<file path="src/hdl/cmwc_pkg.sv">
// ----------------------------------------------------------------------------
// cmwc_pkg
// Shared constants and controller/datapath link types for the CMWC generator.
// ----------------------------------------------------------------------------
`default_nettype none

package cmwc_pkg;

    // Operation codes carried on the item channel
    localparam logic OP_SEED = 1'b0;
    localparam logic OP_DRAW = 1'b1;

    localparam int unsigned DATA_W = 32;

    // Golden-ratio constant and its double, modulo 2^32
    localparam logic [DATA_W-1:0] PHI      = 32'h9e37_79b9;
    localparam logic [DATA_W-1:0] PHI_X2   = 32'h3c6e_f372;
    localparam logic [DATA_W-1:0] CMWC_R   = 32'hffff_fffe;
    localparam logic [DATA_W-1:0] CARRY_RST = 32'd362436;

    localparam int unsigned MULT_W = 15;
    localparam logic [MULT_W-1:0] CMWC_MULT = 15'd18782;

    // Product of the multiplier and one table entry
    localparam int unsigned PROD_W = DATA_W + MULT_W;
    // Product plus carry
    localparam int unsigned SUM_W  = PROD_W + 1;

    // Controller to datapath commands
    typedef struct packed {
        logic seed_start;   // latch seed, clear fill counter
        logic fill_en;      // write one table entry of the fill sweep
        logic draw_start;   // advance index, issue table read
        logic mul_en;       // register multiplier output
        logic add_en;       // register product plus carry
        logic commit;       // write back, update carry, load result register
    } cmd_t;

    // Datapath to controller status
    typedef struct packed {
        logic fill_last;    // fill counter sits on the last entry
    } status_t;

endpackage

`default_nettype wire

</file>
<file path="src/hdl/cmwc_ctrl.sv">
// ----------------------------------------------------------------------------
// cmwc_ctrl
// Sequencer for table fill and draw steps; owns the result valid flag.
// ----------------------------------------------------------------------------
`default_nettype none

module cmwc_ctrl
(
    input  wire logic              clk,
    input  wire logic              rst_n,
    input  wire logic              item_valid,
    input  wire logic              item_operation,
    output logic                   item_ready,
    output logic                   result_valid,
    input  wire logic              result_ready,
    output cmwc_pkg::cmd_t         cmd,
    input  wire cmwc_pkg::status_t status
);

    typedef enum logic [4:0] {
        ST_IDLE  = 5'b00001,
        ST_FILL  = 5'b00010,
        ST_MUL   = 5'b00100,
        ST_ADD   = 5'b01000,
        ST_WRITE = 5'b10000
    } state_t;

    state_t state_reg, state_next;
    logic   valid_reg, valid_next;
    logic   accept;
    logic   out_free;

    assign item_ready   = (state_reg == ST_IDLE);
    assign accept       = item_valid && item_ready;
    assign result_valid = valid_reg;
    assign out_free     = !valid_reg || result_ready;

    always_comb
    begin
        state_next = state_reg;
        cmd        = '0;
        unique case (state_reg)
            ST_IDLE:
            begin
                if (accept)
                begin
                    if (item_operation == cmwc_pkg::OP_SEED)
                    begin
                        cmd.seed_start = 1'b1;
                        state_next     = ST_FILL;
                    end
                    else
                    begin
                        cmd.draw_start = 1'b1;
                        state_next     = ST_MUL;
                    end
                end
            end
            ST_FILL:
            begin
                cmd.fill_en = 1'b1;
                if (status.fill_last)
                begin
                    state_next = ST_IDLE;
                end
            end
            ST_MUL:
            begin
                cmd.mul_en = 1'b1;
                state_next = ST_ADD;
            end
            ST_ADD:
            begin
                cmd.add_en = 1'b1;
                state_next = ST_WRITE;
            end
            ST_WRITE:
            begin
                // hold until the result register can take the value
                if (out_free)
                begin
                    cmd.commit = 1'b1;
                    state_next = ST_IDLE;
                end
            end
            default:
            begin
                state_next = ST_IDLE;
            end
        endcase
    end

    assign valid_next = cmd.commit || (valid_reg && !result_ready);

    always_ff @(posedge clk or negedge rst_n)
    begin
        if (!rst_n)
        begin
            state_reg <= ST_IDLE;
            valid_reg <= 1'b0;
        end
        else
        begin
            state_reg <= state_next;
            valid_reg <= valid_next;
        end
    end

`ifndef SYNTHESIS
    a_draw_enters_mul: assert property (@(posedge clk) disable iff (!rst_n)
        (accept && item_operation == cmwc_pkg::OP_DRAW) |=> (state_reg == ST_MUL))
        else $error("draw transfer did not start the multiply step");

    a_fill_ends: assert property (@(posedge clk) disable iff (!rst_n)
        (state_reg == ST_FILL && status.fill_last) |=> (state_reg == ST_IDLE))
        else $error("fill sweep did not stop on the last entry");

    a_commit_loads_result: assert property (@(posedge clk) disable iff (!rst_n)
        cmd.commit |=> valid_reg)
        else $error("committed draw not presented as a result");

    a_no_overwrite: assert property (@(posedge clk) disable iff (!rst_n)
        cmd.commit |-> (!valid_reg || result_ready))
        else $error("pending result overwritten");
`endif

endmodule

`default_nettype wire

</file>
<file path="config.mk">
export PLATFORM = sky130hd
export DESIGN_NAME = cmwc_ctrl
export DESIGN_NICKNAME = d
export VERILOG_FILES = /design/src/hdl/cmwc_pkg.sv /design/src/hdl/cmwc_ctrl.sv
export SDC_FILE = /design/constraint.sdc
export NUM_CORES = 1
export LEC_CHECK = 0
export BUFFER_PORTS_ARGS = -buffer_cell sky130_fd_sc_hd__buf_2
export CORE_MARGIN = 4
export CORE_UTILIZATION = 25
export DETAILED_ROUTE_END_ITERATION = 16
export GPL_ROUTABILITY_DRIVEN = 0
export MAX_ROUTING_LAYER = met4
export PLACE_DENSITY = 0.53
export SYNTH_ARGS = -nofsm -noshare
export SYNTH_HDL_FRONTEND = slang
export SYNTH_SLANG_ARGS = --single-unit
</file>
<file path="constraint.sdc">
create_clock -name clk -period 1.4 [get_ports clk]
set_input_delay 0.14 -clock clk [delete_from_list [all_inputs] [get_ports clk]]
set_output_delay 0.14 -clock clk [all_outputs]
set_load 0.005 [all_outputs]
</file>
---- Word level (Yosys, flattened, before mapping) ----
Cells that the tools add are included.
W data, S select, Z words.
word-level totals
  register bits after elaboration ......... 6
  bits in latches ......................... 0
  memory bits (writable) .................. 0
  memory bits (read-only) ................. 0
  input port bits ......................... 6
  output and inout port bits .............. 8
  word-level logic and storage cells ...... 33
  memories ................................ 0
operators by class
  add/subtract/negate cells ............... 0
  multipliers ............................. 0
  div/mod/pow operators ................... 0
  order comparisons ....................... 0
  eq/ne operators ......................... 8
  shift operators ......................... 0
  multiplexer cells ....................... 16
  bitwise gates (word level) .............. 0
  reduce and logical (&&, ||, !) cells .... 7
operator list
  kind                  number
  $pmux W5 S5           1
  $mux W5               3
  $mux W1               11
  $eq A5 B1 Y1 const B  1
  $eq A5 B2 Y1 const B  1
  $eq A5 B3 Y1 const B  1
  $eq A5 B4 Y1 const B  1
  $eq A5 B5 Y1 const B  1
  $ne A2 B2 Y1 const B  2
  $mux W3               1
  $reduce_and A3 Y1     1
  $logic_and A1 B1 Y1   2
  $logic_not A1 Y1      2
  $logic_or A1 B1 Y1    2
  $ne A2 B1 Y1 const B  1

---- Depth between registers and ports, before layout ----
Gate-level depths: netlist (run 1).
  depth after elaboration ................. 5
  gate-level depth with buffers ........... 4
  depth with buffers taken out ............ 3

---- Worst setup path after synthesis (run 1) ----
Ideal clock, no wire load.
  kind .................................... register to output
  start ................................... register state_reg[2]
  end ..................................... output cmd[5] in the netlist's numbering
  arrival ................................. 1114 ps
  data required time ...................... 1260 ps
  setup slack ............................. 146 ps
  stages on the path, launching flop included .. 4
  path buffers ............................ 0
  cells stage by stage .................... dfrtp_1 or3_4 nor2b_4 nor3b_2
RTL lines
  element                 line              RTL
  start, declared         cmwc_ctrl.sv:28   state_t state_reg, state_next;
  start signal, assigned  cmwc_ctrl.sv:104  state_reg <= state_next;
  end, declared           cmwc_ctrl.sv:16   output cmwc_pkg::cmd_t cmd,

==> impl_metrics.py, run 1 <==
metrics = {
    "run_status": {
        "outcome": "complete, but fails checks",
        "failed_checks": "negative setup slack",
    },
    "worst_setup_path": {
        "critPathLaunchType": "flop",
        "cp-endpoint": "cmd[5]",
        "r2r-end": "state_reg[0]$_DFFE_PN1P_",
        "reg2regPathDepth": 4,
        "setup.worst_path.start": "state_reg[3]$_DFFE_PN0P_",
        "r2r-start": "state_reg[0]$_DFFE_PN1P_",
        "cp.required_ps": 1260,
        "worst_ep_arrival_time_ps": 1440,
        "end_kind": "output port",
        "cp_max_fo": 5,
        "crit_type": "flop to output port",
        "r2r_slack_ps": 130,
    },
    "timing": {
        "post-route-period-util_pct": 113,
        "fmax_mhz": 631,
        "fin_ws_ps": -185,
        "rsz0062_at_grt": "true",
        "worst_pin_slew_ps": 309,
        "slew_violations": 0,
        "clock_skew_ps": 4.29,
        "slew_headroom_pct": 79.1,
        "setup_viol": 4,
        "layout_min_cycle_time_ps": 1580,
        "hold_viol": 0,
    },
    "clocking": {
        "htree_levels": 1,
        "clockBufferDepth": 2,
        "clock-sinks": 6,
        "cts_tree": "built",
        "cts-buffers-inserted": 3,
        "clockRootBuffer": "clkbuf_4",
        "clock_latency_ps": 250,
        "clk_pin_slew_worst_paths_ps": 50,
    },
    "grt": {
        "grt_max_degree": 7,
        "grt_pass1_wl_um": 1280,
        "grt_pass1_vias": 332,
        "antenna_found_initial": 0,
        "overflow": 0,
        "grtUsageTotal_pct": 9.26,
    },
    "synth": {
        "netlist-cell-type-count": 20,
        "syn_nets": 41,
        "synth_cells": 35,
        "synth-main-ff-cell": "dfrtp_1",
        "synth_common_cells": "5 x dfrtp_1, 5 x nor2_1, 3 x nor3b_1",
        "synth_async_sr_flop_share_pct": 100,
        "synth-edff-count": 0,
        "netlist.area_leader.share_pct": 36.1,
        "postSynthAreaPerCell_um2": 9.90,
        "yosysTopAreaCell": "dfrtp_1",
        "ys_top_cells_by_area": "dfrtp_1 36%, dfstp_2 7.6%, nor3b_1 6.5%",
        "synth_seq_cells": 6,
        "yosysWarnings": 0,
        "syn-cell-area_um2": 347,
        "synth_seq_area_share_pct": 43.7,
    },
    "power_and_ir_drop": {
        "vdd_drop_max_mv": 0.689,
        "p_per_area_nw_per_um2": 1560,
        "power.leakage_nw": 0.300,
        "finalPower_w": 0.000864,
    },
    "finish": {
        "finish.net_count": 64,
        "syn_to_final_growth_pct": 59.9,
        "largest_reg_flops": 5,
        "antennaDiodeCount": 0,
        "layout-drive-gt1-share_pct": 64.9,
        "fin_util_pct": 42.6,
    },
    "drt": {
        "vias_per_cell": 4.75,
        "drt_first_pass_iters": 2,
        "wl_per_cell_um": 11.4,
        "drt_iter0_markers": 6,
        "vias": 342,
        "antenna_left": 0,
        "wl_um": 822,
        "drc_errors": 0,
    },
    "floorplanning": {
        "die_y_um": 45.2,
        "die_x_um": 45.2,
        "die-area_um2": 2050,
        "rows": 13,
        "initial_core_util_pct": 26.6,
        "boundaryPins": 14,
        "core_um2": 1300,
    },
    "job": {
        "max-cap-violations": 0,
    },
    "worst_hold_path": {
        "hp-class": "primary input to flop",
    },
    "place": {
        "hpwl_um": 628,
        "port_buffers": 13,
    },
}
## placed cells by master, fill, tap and decap left out
cell	instances
nor2b_4	2
clkbuf_4	3
nand3_2	2
buf_6	2
nand4_1	1
dfrtp_1	4
nand2_1	1
and3_4	1
o21ba_1	1
nor2_2	2
inv_1	2
o311ai_0	1
nor2_4	2
buf_4	4
dfrtp_2	1
o21ai_0	1
nor2_1	1
nor2b_1	1
nor3b_1	2
dlygate4sd3_1	1
nand2b_1	1
nor3b_2	2
a32o_2	1
and3_2	1
dfstp_2	1
and3_1	2
clkbuf_1	1
or3_4	1
buf_2	12
## power breakdown
group,total (W),internal (W),switching (W)
Clock,0.000175,0.000108,0.0000665
Combinational,0.000434,0.000254,0.000180
Sequential,0.000255,0.000221,0.0000339
## per-stage QoR
step	instances	hold WS (ps)	worst slack (ps)	TNS (ps)	area, µm²
after global placement	65	-28.7	-17.4	-19.7	445
final	72	167	-185	-535	554
after CTS	71	165	-203	-613	504
after global routing	72	193	-266	-836	554
after detailed placement	65	-26.4	30.0	0	445
after floorplan	35	-156	146	0	347
## logic make-up (layout without fill, tap and decap cells)
group | Yosys count | count (layout) | synth area share (%)
AOI/OAI and AO/OA | 4 | 4 | 10.1
buffers and inverters | 3 | 25 | 4.33
DFF | 6 | 6 | 43.7
and+or+nand+nor | 22 | 22 | 41.9
## metal layers
metal / routed length, µm / track usage, % / up-vias / share of wire [%]
li1: - / - / 171 / -
met1: 337 / 10.4 / 157 / 41
met2: 419 / 13.6 / 10 / 51
met3: 43 / 1.59 / 4 / 5.2
met4: 22 / 8.77 / 0 / 2.7
met5: 0 / - / - / 0
## critical path: stages (launching register included)
cell and delay [ps]:
dfrtp_1 370, or3_4 400, nor2b_4 150, nor3b_2 160
buf_2 130
## repair_timing
item	CTS	global route
setup buffers	1	1
endpoints found under the hold margin	6	0
gates resized for setup	4	11
hold buffers	1	0
endpoints found under the setup margin	6	7
## cell type report
type,instances,area [µm²]
Fill cell,145,747
Tap cell,15,18.8
Inverter,2,7.51
Timing Repair Buffer,19,123
Clock buffer,4,26.3
Multi-Input combinational cell,26,226
Sequential cell,6,153
## worst min path at each step
stage	start	end	slack, ps	depth (start not counted)
final	item_valid	state_reg[2]$_DFFE_PN0P_	170	2
after global routing	item_valid	state_reg[2]$_DFFE_PN0P_	190	2
after CTS	item_valid	state_reg[2]$_DFFE_PN0P_	170	2
after detailed placement	rst_n	result_valid$_DFF_PN0_	-30	1
after global placement	rst_n	result_valid$_DFF_PN0_	-30	1
after floorplan	rst_n	result_valid$_DFF_PN0_	-160	0
No activity file was read; power rests on OpenSTA's default activity.
==> run 2: changes to the inputs <==
==> constraint.sdc (replaced) <==
create_clock -name clk -period 2 [get_ports clk]
set_input_delay 0.1 -clock clk [delete_from_list [all_inputs] [get_ports clk]]
set_output_delay 0.1 -clock clk [all_outputs]
set_load 0.005 [all_outputs]
==> run 2 against run 1 <==
  * The flow now finishes without violations
  * Worst setup slack better by 560 ps
  * Register-to-register slack better by 610 ps
  * Critical path depth unchanged
  * Utilization down 7.3 points
  * Sequential power down 29%
  * Largest power group unchanged
==> impl_metrics.py, run 2 (synthesis results as in run 1) <==
metrics = {
    "power_and_ir_drop": {
        "power.leakage_nw": 0.261,
        "p_per_area_nw_per_um2": 1100,
        "vdd_drop_max_mv": 0.477,
    },
    "drt": {
        "drt_first_pass_iters": 1,
        "vias": 294,
        "wl_per_cell_um": 10.7,
        "antenna_left": 0,
        "drt_iter0_markers": 0,
        "drc_errors": 0,
        "wl_um": 716,
        "vias_per_cell": 4.39,
    },
    "timing": {
        "slew_violations": 0,
        "setup_viol": 0,
        "clock_skew_ps": 3.73,
        "fmax_mhz": 617,
        "worst_pin_slew_ps": 319,
        "rsz0062_at_grt": "false",
        "tns_ps": 0,
        "slew_headroom_pct": 78.5,
        "post-route-period-util_pct": 81.1,
        "layout_min_cycle_time_ps": 1620,
        "hold_viol": 0,
        "holdWs_ps": 128,
    },
    "clocking": {
        "cts_tree": "built",
        "clk_pin_slew_worst_paths_ps": 40,
        "cts-buffers-inserted": 3,
        "clock_latency_ps": 250,
        "htree_levels": 1,
        "clockRootBuffer": "clkbuf_4",
        "clockBufferDepth": 2,
        "clock-sinks": 6,
    },
    "worst_setup_path": {
        "critPathMaxStageDelay_ps": 430,
        "r2r-end": "state_reg[0]$_DFFE_PN1P_",
        "reg2regPathDepth": 3,
        "end_kind": "output port",
        "cp_max_fo": 7,
        "critPathLaunchType": "flop",
        "r2r-start": "state_reg[0]$_DFFE_PN1P_",
        "crit_type": "flop to output port",
        "cp.required_ps": 1900,
        "critPathTopFamily": "simple AND/OR/NAND/NOR gates",
        "cp.buffers_inverters": 1,
        "cp_slowest_cell": "dfrtp_1",
        "setup.worst_path.start": "state_reg[2]$_DFFE_PN0P_",
        "crit_chain": "or3_4 > nor2b_4 > nor3b_2 > buf_2",
        "r2r_slack_ps": 740,
        "worst_ep_arrival_time_ps": 1520,
    },
    "floorplanning": {
        "core_um2": 1300,
        "die-area_um2": 2050,
        "die_y_um": 45.2,
        "boundaryPins": 14,
        "die_x_um": 45.2,
        "rows": 13,
        "initial_core_util_pct": 26.6,
    },
    "grt": {
        "grt_max_degree": 8,
        "overflow": 0,
        "antenna_found_initial": 0,
        "grt_pass1_wl_um": 1090,
        "grt_pass1_vias": 308,
        "grtUsageTotal_pct": 7.76,
    },
    "finish": {
        "final_common_cell": "buf_2",
        "instances_no_fill": 67,
        "syn_to_final_growth_pct": 32.5,
        "antennaDiodeCount": 0,
        "finish.net_count": 59,
        "final_cell_mix": "13 x buf_2, 5 x nor2_1, 5 x dfrtp_1",
        "largest_reg_flops": 5,
        "layout-drive-gt1-share_pct": 44.2,
    },
    "worst_hold_path": {
        "hp-class": "primary input to flop",
        "hp-start": "item_valid",
        "hold_end": "state_reg[2]$_DFFE_PN0P_",
        "hold_depth": 2,
    },
    "place": {
        "dp_cells": 62,
        "hpwl_um": 570,
        "port_buffers": 13,
    },
    "job": {
        "max-cap-violations": 0,
    },
    "run_status": {
        "outcome": "complete, no violations",
    },
}
-- run 2: cell type report --
cell class | count | area (µm²)
clock buffers | 4 | 26.3
fillers | 142 | 842
inverters | 2 | 7.51
multi-input cells | 26 | 180
flip-flops and latches | 6 | 151
well taps | 15 | 18.8
repair buffers | 14 | 75.1
-- run 2: worst max path at each step --
stage | end | slack, ps | cells after the start
2_1_floorplan | cmd[5] | 790 | 3
3_3_place_gp | cmd[5] | 660 | 4
3_5_place_dp | cmd[5] | 640 | 4
4_1_cts | cmd[5] | 370 | 4
5_1_grt | cmd[5] | 270 | 4
6_report | cmd[5] | 380 | 4
-- run 2: power by group --
group,total [W],internal (W),switching [W]
clock,0.000122,0.0000757,0.0000462
sequential,0.000181,0.000154,0.0000269
combinational,0.000201,0.000114,0.0000866
-- run 2: worst reg2reg max path: stages (launching register included) --
cell	delay, ps
dfstp_2	550
nor2b_1	200
o311ai_0	160
a32o_2	280
-- run 2: routing by layer --
layer  vias to the layer above  share of wire [%]  GRT usage [%]
met4                         0                2.7           7.02
met2                        10                 43           11.9
met3                         2                6.4           1.59
li1                        157                  -              -
met1                       125                 48           8.29
met5                         -                  0              -
-- run 2: metrics by stage --
stage | area (µm²) | util (%) | setup WS, ps | power [W]
floorplan | 347 | - | 786 | 0.000324
global placement | 423 | 32.5 | 656 | 0.000387
detailed placement | 423 | 32.5 | 645 | 0.000384
CTS | 459 | 35.3 | 366 | 0.000515
global route | 459 | 35.3 | 275 | 0.000539
finish | 459 | 35.3 | 379 | 0.000504
-- run 2: what timing repair did --
| action | in CTS | in global routing |
|---|---|---|
| resized for setup | 0 | 0 |
| hold buffers | 1 | 0 |
| buffers inserted | 0 | 0 |
| endpoints found under the hold margin | 6 | 0 |
